[config.mk]
export PLATFORM = sky130hd
export DESIGN_NAME = method_descriptor_slot_counter_core
export DESIGN_NICKNAME = d
export VERILOG_FILES = /design/src/rtl/mdsc_pkg.sv /design/src/rtl/mdsc_parser.sv /design/src/rtl/method_descriptor_slot_counter_core.sv
export SDC_FILE = /design/constraint.sdc
export NUM_CORES = 1
export LEC_CHECK = 0
export BUFFER_PORTS_ARGS = -buffer_cell sky130_fd_sc_hd__buf_4
export CAP_MARGIN = 5
export CORE_MARGIN = 5
export CORE_UTILIZATION = 50
export CTS_CLUSTER_DIAMETER = 200
export CTS_CLUSTER_SIZE = 20
export DETAILED_ROUTE_END_ITERATION = 6
export PLACE_DENSITY = 0.78
export RECOVER_POWER = 100
export SYNTH_ARGS = -nofsm -noshare
export SYNTH_HDL_FRONTEND = slang
export SYNTH_SLANG_ARGS = --single-unit
[constraint.sdc]
create_clock -name i_clk -period 3.3 [get_ports i_clk]
set_input_delay 0.165 -clock i_clk [delete_from_list [all_inputs] [get_ports i_clk]]
set_output_delay 0.165 -clock i_clk [all_outputs]
set_load 0.02 [all_outputs]
[src/rtl/mdsc_pkg.sv]
package mdsc_pkg;

    localparam int unsigned CharWidth  = 8;
    localparam int unsigned CountWidth = 8;
    localparam int unsigned KindWidth  = 4;

    localparam logic [CharWidth-1:0] ChTerm  = 8'h00;
    localparam logic [CharWidth-1:0] ChOpen  = 8'h28;
    localparam logic [CharWidth-1:0] ChClose = 8'h29;
    localparam logic [CharWidth-1:0] ChLong  = 8'h4A;
    localparam logic [CharWidth-1:0] ChDbl   = 8'h44;
    localparam logic [CharWidth-1:0] ChRef   = 8'h4C;
    localparam logic [CharWidth-1:0] ChArray = 8'h5B;
    localparam logic [CharWidth-1:0] ChSemi  = 8'h3B;
    localparam logic [CharWidth-1:0] ChVoid  = 8'h56;
    localparam logic [CharWidth-1:0] ChFloat = 8'h46;
    localparam logic [CharWidth-1:0] ChByte  = 8'h42;
    localparam logic [CharWidth-1:0] ChChar  = 8'h43;
    localparam logic [CharWidth-1:0] ChShort = 8'h53;
    localparam logic [CharWidth-1:0] ChBool  = 8'h5A;
    localparam logic [CharWidth-1:0] ChInt   = 8'h49;

    typedef enum logic [2:0] {
        MODE_OPEN  = 3'd0,
        MODE_ARGS  = 3'd1,
        MODE_CLASS = 3'd2,
        MODE_ARRAY = 3'd3,
        MODE_RET   = 3'd4,
        MODE_DRAIN = 3'd5
    } t_mode;

    typedef enum logic [1:0] {
        ST_PENDING  = 2'd0,
        ST_COMPLETE = 2'd1,
        ST_BAD      = 2'd2,
        ST_IGNORED  = 2'd3
    } t_status;

    typedef enum logic [KindWidth-1:0] {
        KIND_VOID   = 4'd0,
        KIND_LONG   = 4'd1,
        KIND_FLOAT  = 4'd2,
        KIND_DOUBLE = 4'd3,
        KIND_BYTE   = 4'd4,
        KIND_CHAR   = 4'd5,
        KIND_SHORT  = 4'd6,
        KIND_BOOL   = 4'd7,
        KIND_INT    = 4'd8,
        KIND_REF    = 4'd9
    } t_kind;

    typedef struct packed {
        t_status                 status;
        logic [CountWidth-1:0]   slot_count;
        t_kind                   return_kind;
    } t_result;

    function automatic t_kind kind_of(input logic [CharWidth-1:0] c);
        t_kind k;
        unique case (c)
            ChVoid:          k = KIND_VOID;
            ChLong:          k = KIND_LONG;
            ChFloat:         k = KIND_FLOAT;
            ChDbl:           k = KIND_DOUBLE;
            ChByte:          k = KIND_BYTE;
            ChChar:          k = KIND_CHAR;
            ChShort:         k = KIND_SHORT;
            ChBool:          k = KIND_BOOL;
            ChRef, ChArray:  k = KIND_REF;
            default:         k = KIND_INT;
        endcase
        return k;
    endfunction

    function automatic logic [CountWidth-1:0] sat_add(
        input logic [CountWidth-1:0] a,
        input logic [1:0]            k
    );
        logic [CountWidth:0] s;
        s = {1'b0, a} + {{(CountWidth-1){1'b0}}, k};
        return s[CountWidth] ? {CountWidth{1'b1}} : s[CountWidth-1:0];
    endfunction

endpackage

[src/rtl/mdsc_parser.sv]
module mdsc_parser (
    input  logic                                i_clk,
    input  logic                                i_rst_n,
    input  logic                                i_step,
    input  logic [mdsc_pkg::CharWidth-1:0]      i_ch,
    output mdsc_pkg::t_result                   o_result
);

    mdsc_pkg::t_mode                      r_mode;
    mdsc_pkg::t_mode                      n_mode;
    logic [mdsc_pkg::CountWidth-1:0]      r_slots;
    logic [mdsc_pkg::CountWidth-1:0]      n_slots;
    logic [mdsc_pkg::CountWidth-1:0]      s_slots;
    mdsc_pkg::t_mode                      s_mode;
    mdsc_pkg::t_status                    s_status;
    mdsc_pkg::t_kind                      s_kind;
    logic                                 s_fail;
    logic                                 s_restart;
    logic                                 s_term;

    assign s_term = (i_ch == mdsc_pkg::ChTerm);

    always_ff @(posedge i_clk) begin
        if (!i_rst_n) begin
            r_mode  <= mdsc_pkg::MODE_OPEN;
            r_slots <= '0;
        end else if (i_step) begin
            r_mode  <= n_mode;
            r_slots <= n_slots;
        end
    end

    always_comb begin
        s_mode    = r_mode;
        s_slots   = r_slots;
        s_status  = mdsc_pkg::ST_PENDING;
        s_kind    = mdsc_pkg::KIND_VOID;
        s_fail    = 1'b0;
        s_restart = 1'b0;
        unique case (r_mode)
            mdsc_pkg::MODE_OPEN: begin
                if (i_ch == mdsc_pkg::ChOpen) begin
                    s_mode = mdsc_pkg::MODE_ARGS;
                end else begin
                    s_fail = 1'b1;
                end
            end
            mdsc_pkg::MODE_ARGS: begin
                priority if (s_term) begin
                    s_fail = 1'b1;
                end else if (i_ch == mdsc_pkg::ChClose) begin
                    s_mode = mdsc_pkg::MODE_RET;
                end else if (i_ch == mdsc_pkg::ChLong || i_ch == mdsc_pkg::ChDbl) begin
                    s_slots = mdsc_pkg::sat_add(r_slots, 2'd2);
                end else if (i_ch == mdsc_pkg::ChRef) begin
                    s_slots = mdsc_pkg::sat_add(r_slots, 2'd1);
                    s_mode  = mdsc_pkg::MODE_CLASS;
                end else if (i_ch == mdsc_pkg::ChArray) begin
                    s_mode = mdsc_pkg::MODE_ARRAY;
                end else begin
                    s_slots = mdsc_pkg::sat_add(r_slots, 2'd1);
                end
            end
            mdsc_pkg::MODE_CLASS: begin
                priority if (s_term) begin
                    s_fail = 1'b1;
                end else if (i_ch == mdsc_pkg::ChSemi) begin
                    s_mode = mdsc_pkg::MODE_ARGS;
                end
            end
            mdsc_pkg::MODE_ARRAY: begin
                priority if (s_term) begin
                    s_fail = 1'b1;
                end else if (i_ch == mdsc_pkg::ChRef) begin
                    s_slots = mdsc_pkg::sat_add(r_slots, 2'd1);
                    s_mode  = mdsc_pkg::MODE_CLASS;
                end else if (i_ch != mdsc_pkg::ChArray) begin
                    s_slots = mdsc_pkg::sat_add(r_slots, 2'd1);
                    s_mode  = mdsc_pkg::MODE_ARGS;
                end
            end
            mdsc_pkg::MODE_RET: begin
                s_status = mdsc_pkg::ST_COMPLETE;
                s_kind   = mdsc_pkg::kind_of(i_ch);
                if (s_term) begin
                    s_restart = 1'b1;
                end else begin
                    s_mode = mdsc_pkg::MODE_DRAIN;
                end
            end
            default: begin
                s_status = mdsc_pkg::ST_IGNORED;
                if (s_term) begin
                    s_restart = 1'b1;
                end
            end
        endcase

        if (s_fail) begin
            s_status = mdsc_pkg::ST_BAD;
            if (s_term) begin
                s_restart = 1'b1;
            end else begin
                s_mode = mdsc_pkg::MODE_DRAIN;
            end
        end

        n_mode  = s_restart ? mdsc_pkg::MODE_OPEN : s_mode;
        n_slots = s_restart ? '0 : s_slots;

        o_result.status      = s_status;
        o_result.slot_count  = s_slots;
        o_result.return_kind = s_kind;
    end

endmodule

[src/rtl/method_descriptor_slot_counter_core.sv]
// Channel  | Handshake          | Payload
// ---------+--------------------+-----------------------------------------
// input    | i_valid / o_ready  | i_ch
// output   | o_valid / i_ready  | o_status, o_slot_count, o_return_kind
//
// Each character is captured in an input register and then parsed into a result
// register, and one transaction is taken every cycle while the output flows.
// A stalled output holds the result register and then the input register, and
// o_ready drops only when both are full.
// Reset clears both valid flags and returns the parser to expect '('.
module method_descriptor_slot_counter_core (
    input  logic                                i_clk,
    input  logic                                i_rst_n,
    input  logic                                i_valid,
    output logic                                o_ready,
    input  logic [mdsc_pkg::CharWidth-1:0]      i_ch,
    output logic                                o_valid,
    input  logic                                i_ready,
    output logic [1:0]                          o_status,
    output logic [mdsc_pkg::CountWidth-1:0]     o_slot_count,
    output logic [mdsc_pkg::KindWidth-1:0]      o_return_kind
);

    logic                                 r_in_valid;
    logic [mdsc_pkg::CharWidth-1:0]       r_ch;
    logic                                 r_out_valid;
    mdsc_pkg::t_result                    r_result;
    mdsc_pkg::t_result                    s_result;
    logic                                 s_step;

    assign s_step  = r_in_valid && (!r_out_valid || i_ready);
    assign o_ready = !r_in_valid || s_step;

    mdsc_parser u_parser (
        .i_clk    (i_clk),
        .i_rst_n  (i_rst_n),
        .i_step   (s_step),
        .i_ch     (r_ch),
        .o_result (s_result)
    );

    always_ff @(posedge i_clk) begin
        if (!i_rst_n) begin
            r_in_valid <= 1'b0;
        end else if (o_ready) begin
            r_in_valid <= i_valid;
        end
    end

    always_ff @(posedge i_clk) begin
        if (o_ready && i_valid) begin
            r_ch <= i_ch;
        end
    end

    always_ff @(posedge i_clk) begin
        if (!i_rst_n) begin
            r_out_valid <= 1'b0;
        end else if (s_step) begin
            r_out_valid <= 1'b1;
        end else if (i_ready) begin
            r_out_valid <= 1'b0;
        end
    end

    always_ff @(posedge i_clk) begin
        if (s_step) begin
            r_result <= s_result;
        end
    end

    assign o_valid       = r_out_valid;
    assign o_status      = r_result.status;
    assign o_slot_count  = r_result.slot_count;
    assign o_return_kind = r_result.return_kind;

endmodule

==> run metrics <==
final critical-path share of the clock period=around 87%; worst r2r path cells=6; ys flop type=sky130_fd_sc_hd__edfxtp_1; post-route minimum period=between 2 and 3 ns; worst reg2reg endpoint=u_parser.r_slots[1]; fraction of layout cells with a size suffix above 1=between 10% and 20%; Avg Inst Size Synth=between 8 and 9 um2; clock slew at reported path FFs=0.08 ns; H-tree depth reported by CTS=2; launch point of the worst hold path=i_ch[0]; Stages on worst setup path=6; sequential fraction of the synthesis area=38.8%; total core area=between 4000 and 5000 um2; num ports=28; net count reported at finish=298; final global-route overflow total=0; number of global-route vias before repair=around 1900; Critical Path AT=3.11 ns; final-layout fill cell count=around 440; number of synthesized flops with an enable pin=22; root cell of the clock tree=sky130_fd_sc_hd__clkbuf_8; routed vias=between 2000 and 2500; first-pass iteration count of the detailed router=5; worst-path cell chain=or3_1 > a2111o_1 > a21oi_1 > a211oi_2 > o21ai_0 > a41o_1; DP Wirelength=between 4 and 5 mm; pin slew with the least headroom to its limit=slightly above 1 ns; drt via density=roughly 6.5; Die Span X=just under 80 um; slack of the worst reg-to-reg path=0.43 ns; Async SR Flop Fraction=0%; endpoint of the worst hold-timing path=r_ch[0]; critical path fanouts, max=17; Final Util=a little under three fifths; cell type of the slowest stage on the worst timing path=sky130_fd_sc_hd__edfxtp_1; TritonCTS sink count=35; run status=finished, final reports clean; Resized cells post-CTS=0; Worst-Skew Late Latency=around 0.29 ns; overall die height=~79 um; max frequency=about 350 MHz; aggregate negative setup slack=0 ns; category of the critical setup timing path=flip-flop to flip-flop; synthesized instance count=approximately 270; 1st-iter DRT viols=334; Max Cap Violations=0; post-route clock skew=0.00920 ns; drt drc=0; number of diodes added for antenna fixing=0; maximum buffer depth of the clock tree=2; type of element capturing the critical path=flip-flop; cell family with most CP delay=compound AO/OA/AOI/OAI gates; layout overhead on the synthesized area=9.12%; required arrival time at the worst endpoint=around 3.5 ns; Critical Path Source=r_ch[3]; Crit Reg-Reg Startpoint=r_ch[3]; maximum vdd drop=between 200 and 250 uV; total setup violations reported at the end of the flow=0; setup repair after global routing missed its margin=no; count of state elements after synthesis=35; area of the die=between 6000 and 7000 um2; most frequent standard cell in the layout excluding fill and tap cells=sky130_fd_sc_hd__nand2_1; LEAKAGE=0.896 nW; post-detailed-route wirelength per cell=approximately 17 um; critical path startpoint category=flip-flop; remaining max-slew budget at the tightest pin=about a third; setup fix buffers added after clock tree synthesis=0; number of slew-limit violations in the final report=0; number of buffers inserted by hold repair at cts=0; TritonCTS clock tree=done; total detailed-routing wirelength=a little under 6 mm; ratio of total power to cell area=a little under 400 nW/um2; Port Buffers=27; gpl congestion=~0.9; first-pass GRT wire length=approximately 9.4 mm; Post-Synthesis Net Count=roughly 280; TritonCTS Buffers=5; number of instances on the worst hold path=1; Hold/Removal Path Class=input port to flip-flop; distinct cell type count after synthesis=70; post-synthesis instance area=2370 um2; number of buffers and inverters on the critical path=0; global-route total usage across every layer=a little under a fifth; top library cells by usage in the layout, fill and taps aside=sky130_fd_sc_hd__nand2_1 (26), sky130_fd_sc_hd__o21ai_0 (25), sky130_fd_sc_hd__nor2_1 (23), sky130_fd_sc_hd__a21oi_1 (22), sky130_fd_sc_hd__edfxtp_1 (22); number of failing hold endpoints at the final stage=0; maximum number of pins on one net before global-route repair=19; starting density of the core=between 50% and 60%; antenna violations before repair=0; delay of the slowest cell on the worst path=0.62 ns; number of nets with antenna violations after routing=0; Synthesis Warnings=0; row cnt=25
layer usage:
metal	GRT usage [%]	share of wire (%)
met4	5.50	1.4
met1	26.5	45
met2	29.1	43
met5	0	0
met3	3.63	11
worst max path at each step:
stage	slack (ns)	to
2_1_floorplan	1.01	o_slot_count[4]
3_3_place_gp	0.74	o_slot_count[4]
3_5_place_dp	0.69	o_slot_count[4]
4_1_cts	0.68	o_slot_count[4]
5_1_grt	0.31	u_parser.r_slots[1]
6_report	0.43	u_parser.r_slots[1]
Yosys cell counts, types with 3 or more instances:
cell | count | area share [%]
sky130_fd_sc_hd__and2_1 | 3 | 0.79
sky130_fd_sc_hd__dfxtp_1 | 13 | 11
sky130_fd_sc_hd__clkbuf_1 | 14 | 2.2
sky130_fd_sc_hd__a21oi_1 | 21 | 4.4
sky130_fd_sc_hd__nor4_1 | 4 | 1.1
sky130_fd_sc_hd__nor2b_1 | 3 | 0.79
sky130_fd_sc_hd__and3_1 | 3 | 0.79
sky130_fd_sc_hd__mux2i_1 | 3 | 1.3
sky130_fd_sc_hd__o21ai_0 | 23 | 4.8
sky130_fd_sc_hd__nor2_1 | 23 | 3.6
sky130_fd_sc_hd__or3_1 | 4 | 1.1
sky130_fd_sc_hd__edfxtp_1 | 22 | 28
sky130_fd_sc_hd__and2b_1 | 3 | 0.95
sky130_fd_sc_hd__buf_6 | 3 | 1.4
sky130_fd_sc_hd__o21a_1 | 4 | 1.3
sky130_fd_sc_hd__nor3_1 | 4 | 0.84
sky130_fd_sc_hd__o22ai_1 | 4 | 1.1
sky130_fd_sc_hd__nor3b_1 | 4 | 1.3
sky130_fd_sc_hd__nand3_1 | 13 | 2.7
sky130_fd_sc_hd__nand2_1 | 26 | 4.1
sky130_fd_sc_hd__inv_1 | 7 | 1.1
power breakdown:
part           internal [W]  leakage, nW  switching, W
clock network      0.000225       0.0581      0.000166
logic             0.0000443        0.520     0.0000710
registers          0.000484        0.319     0.0000234
flip-flops by register name (all words and copies together) (netlist names):
signal            count
o_return_kind         4
r_in_valid            1
o_valid               1
u_parser.r_mode       3
u_parser.r_slots      8
r_ch                  8
o_slot_count          8
o_status              2
layout make-up:
type | instances | area (um2) | share of cell area [%]
well taps | 54 | 67.6 | 2.61
multi-input cells | 207 | 1320 | 50.8
flip-flops and latches | 35 | 921 | 35.5
repair buffers | 28 | 146 | 5.65
clock inverters | 3 | 43.8 | 1.69
clock buffers | 5 | 68.8 | 2.66
inverters | 7 | 26.3 | 1.01
logic make-up after synthesis:
family	share of synthesized area, %
compound gates	29.4
xor+xnor	0.738
fa+ha+maj	1.05
buf+inv	4.90
flops	38.8
mux	2.21
simple gates	22.9
through the flow:
| stage | std cells | hold WS, ns | instance area [um2] | power [W] | setup WS (ns) |
|---|---|---|---|---|---|
| after CTS | 339 | 0.0366 | 2680 | 0.00102 | 0.679 |
| after global placement | 331 | 0.344 | 2560 | 0.000636 | 0.736 |
| after global routing | 339 | 0.0584 | 2590 | 0.00105 | 0.313 |
| final | 339 | 0.0625 | 2590 | 0.00101 | 0.429 |
| after detailed placement | 331 | 0.344 | 2560 | 0.000638 | 0.687 |
| after floorplan | 267 | 0.264 | 2370 | 0.000598 | 1.01 |
(Power assumes the default switching activity.)
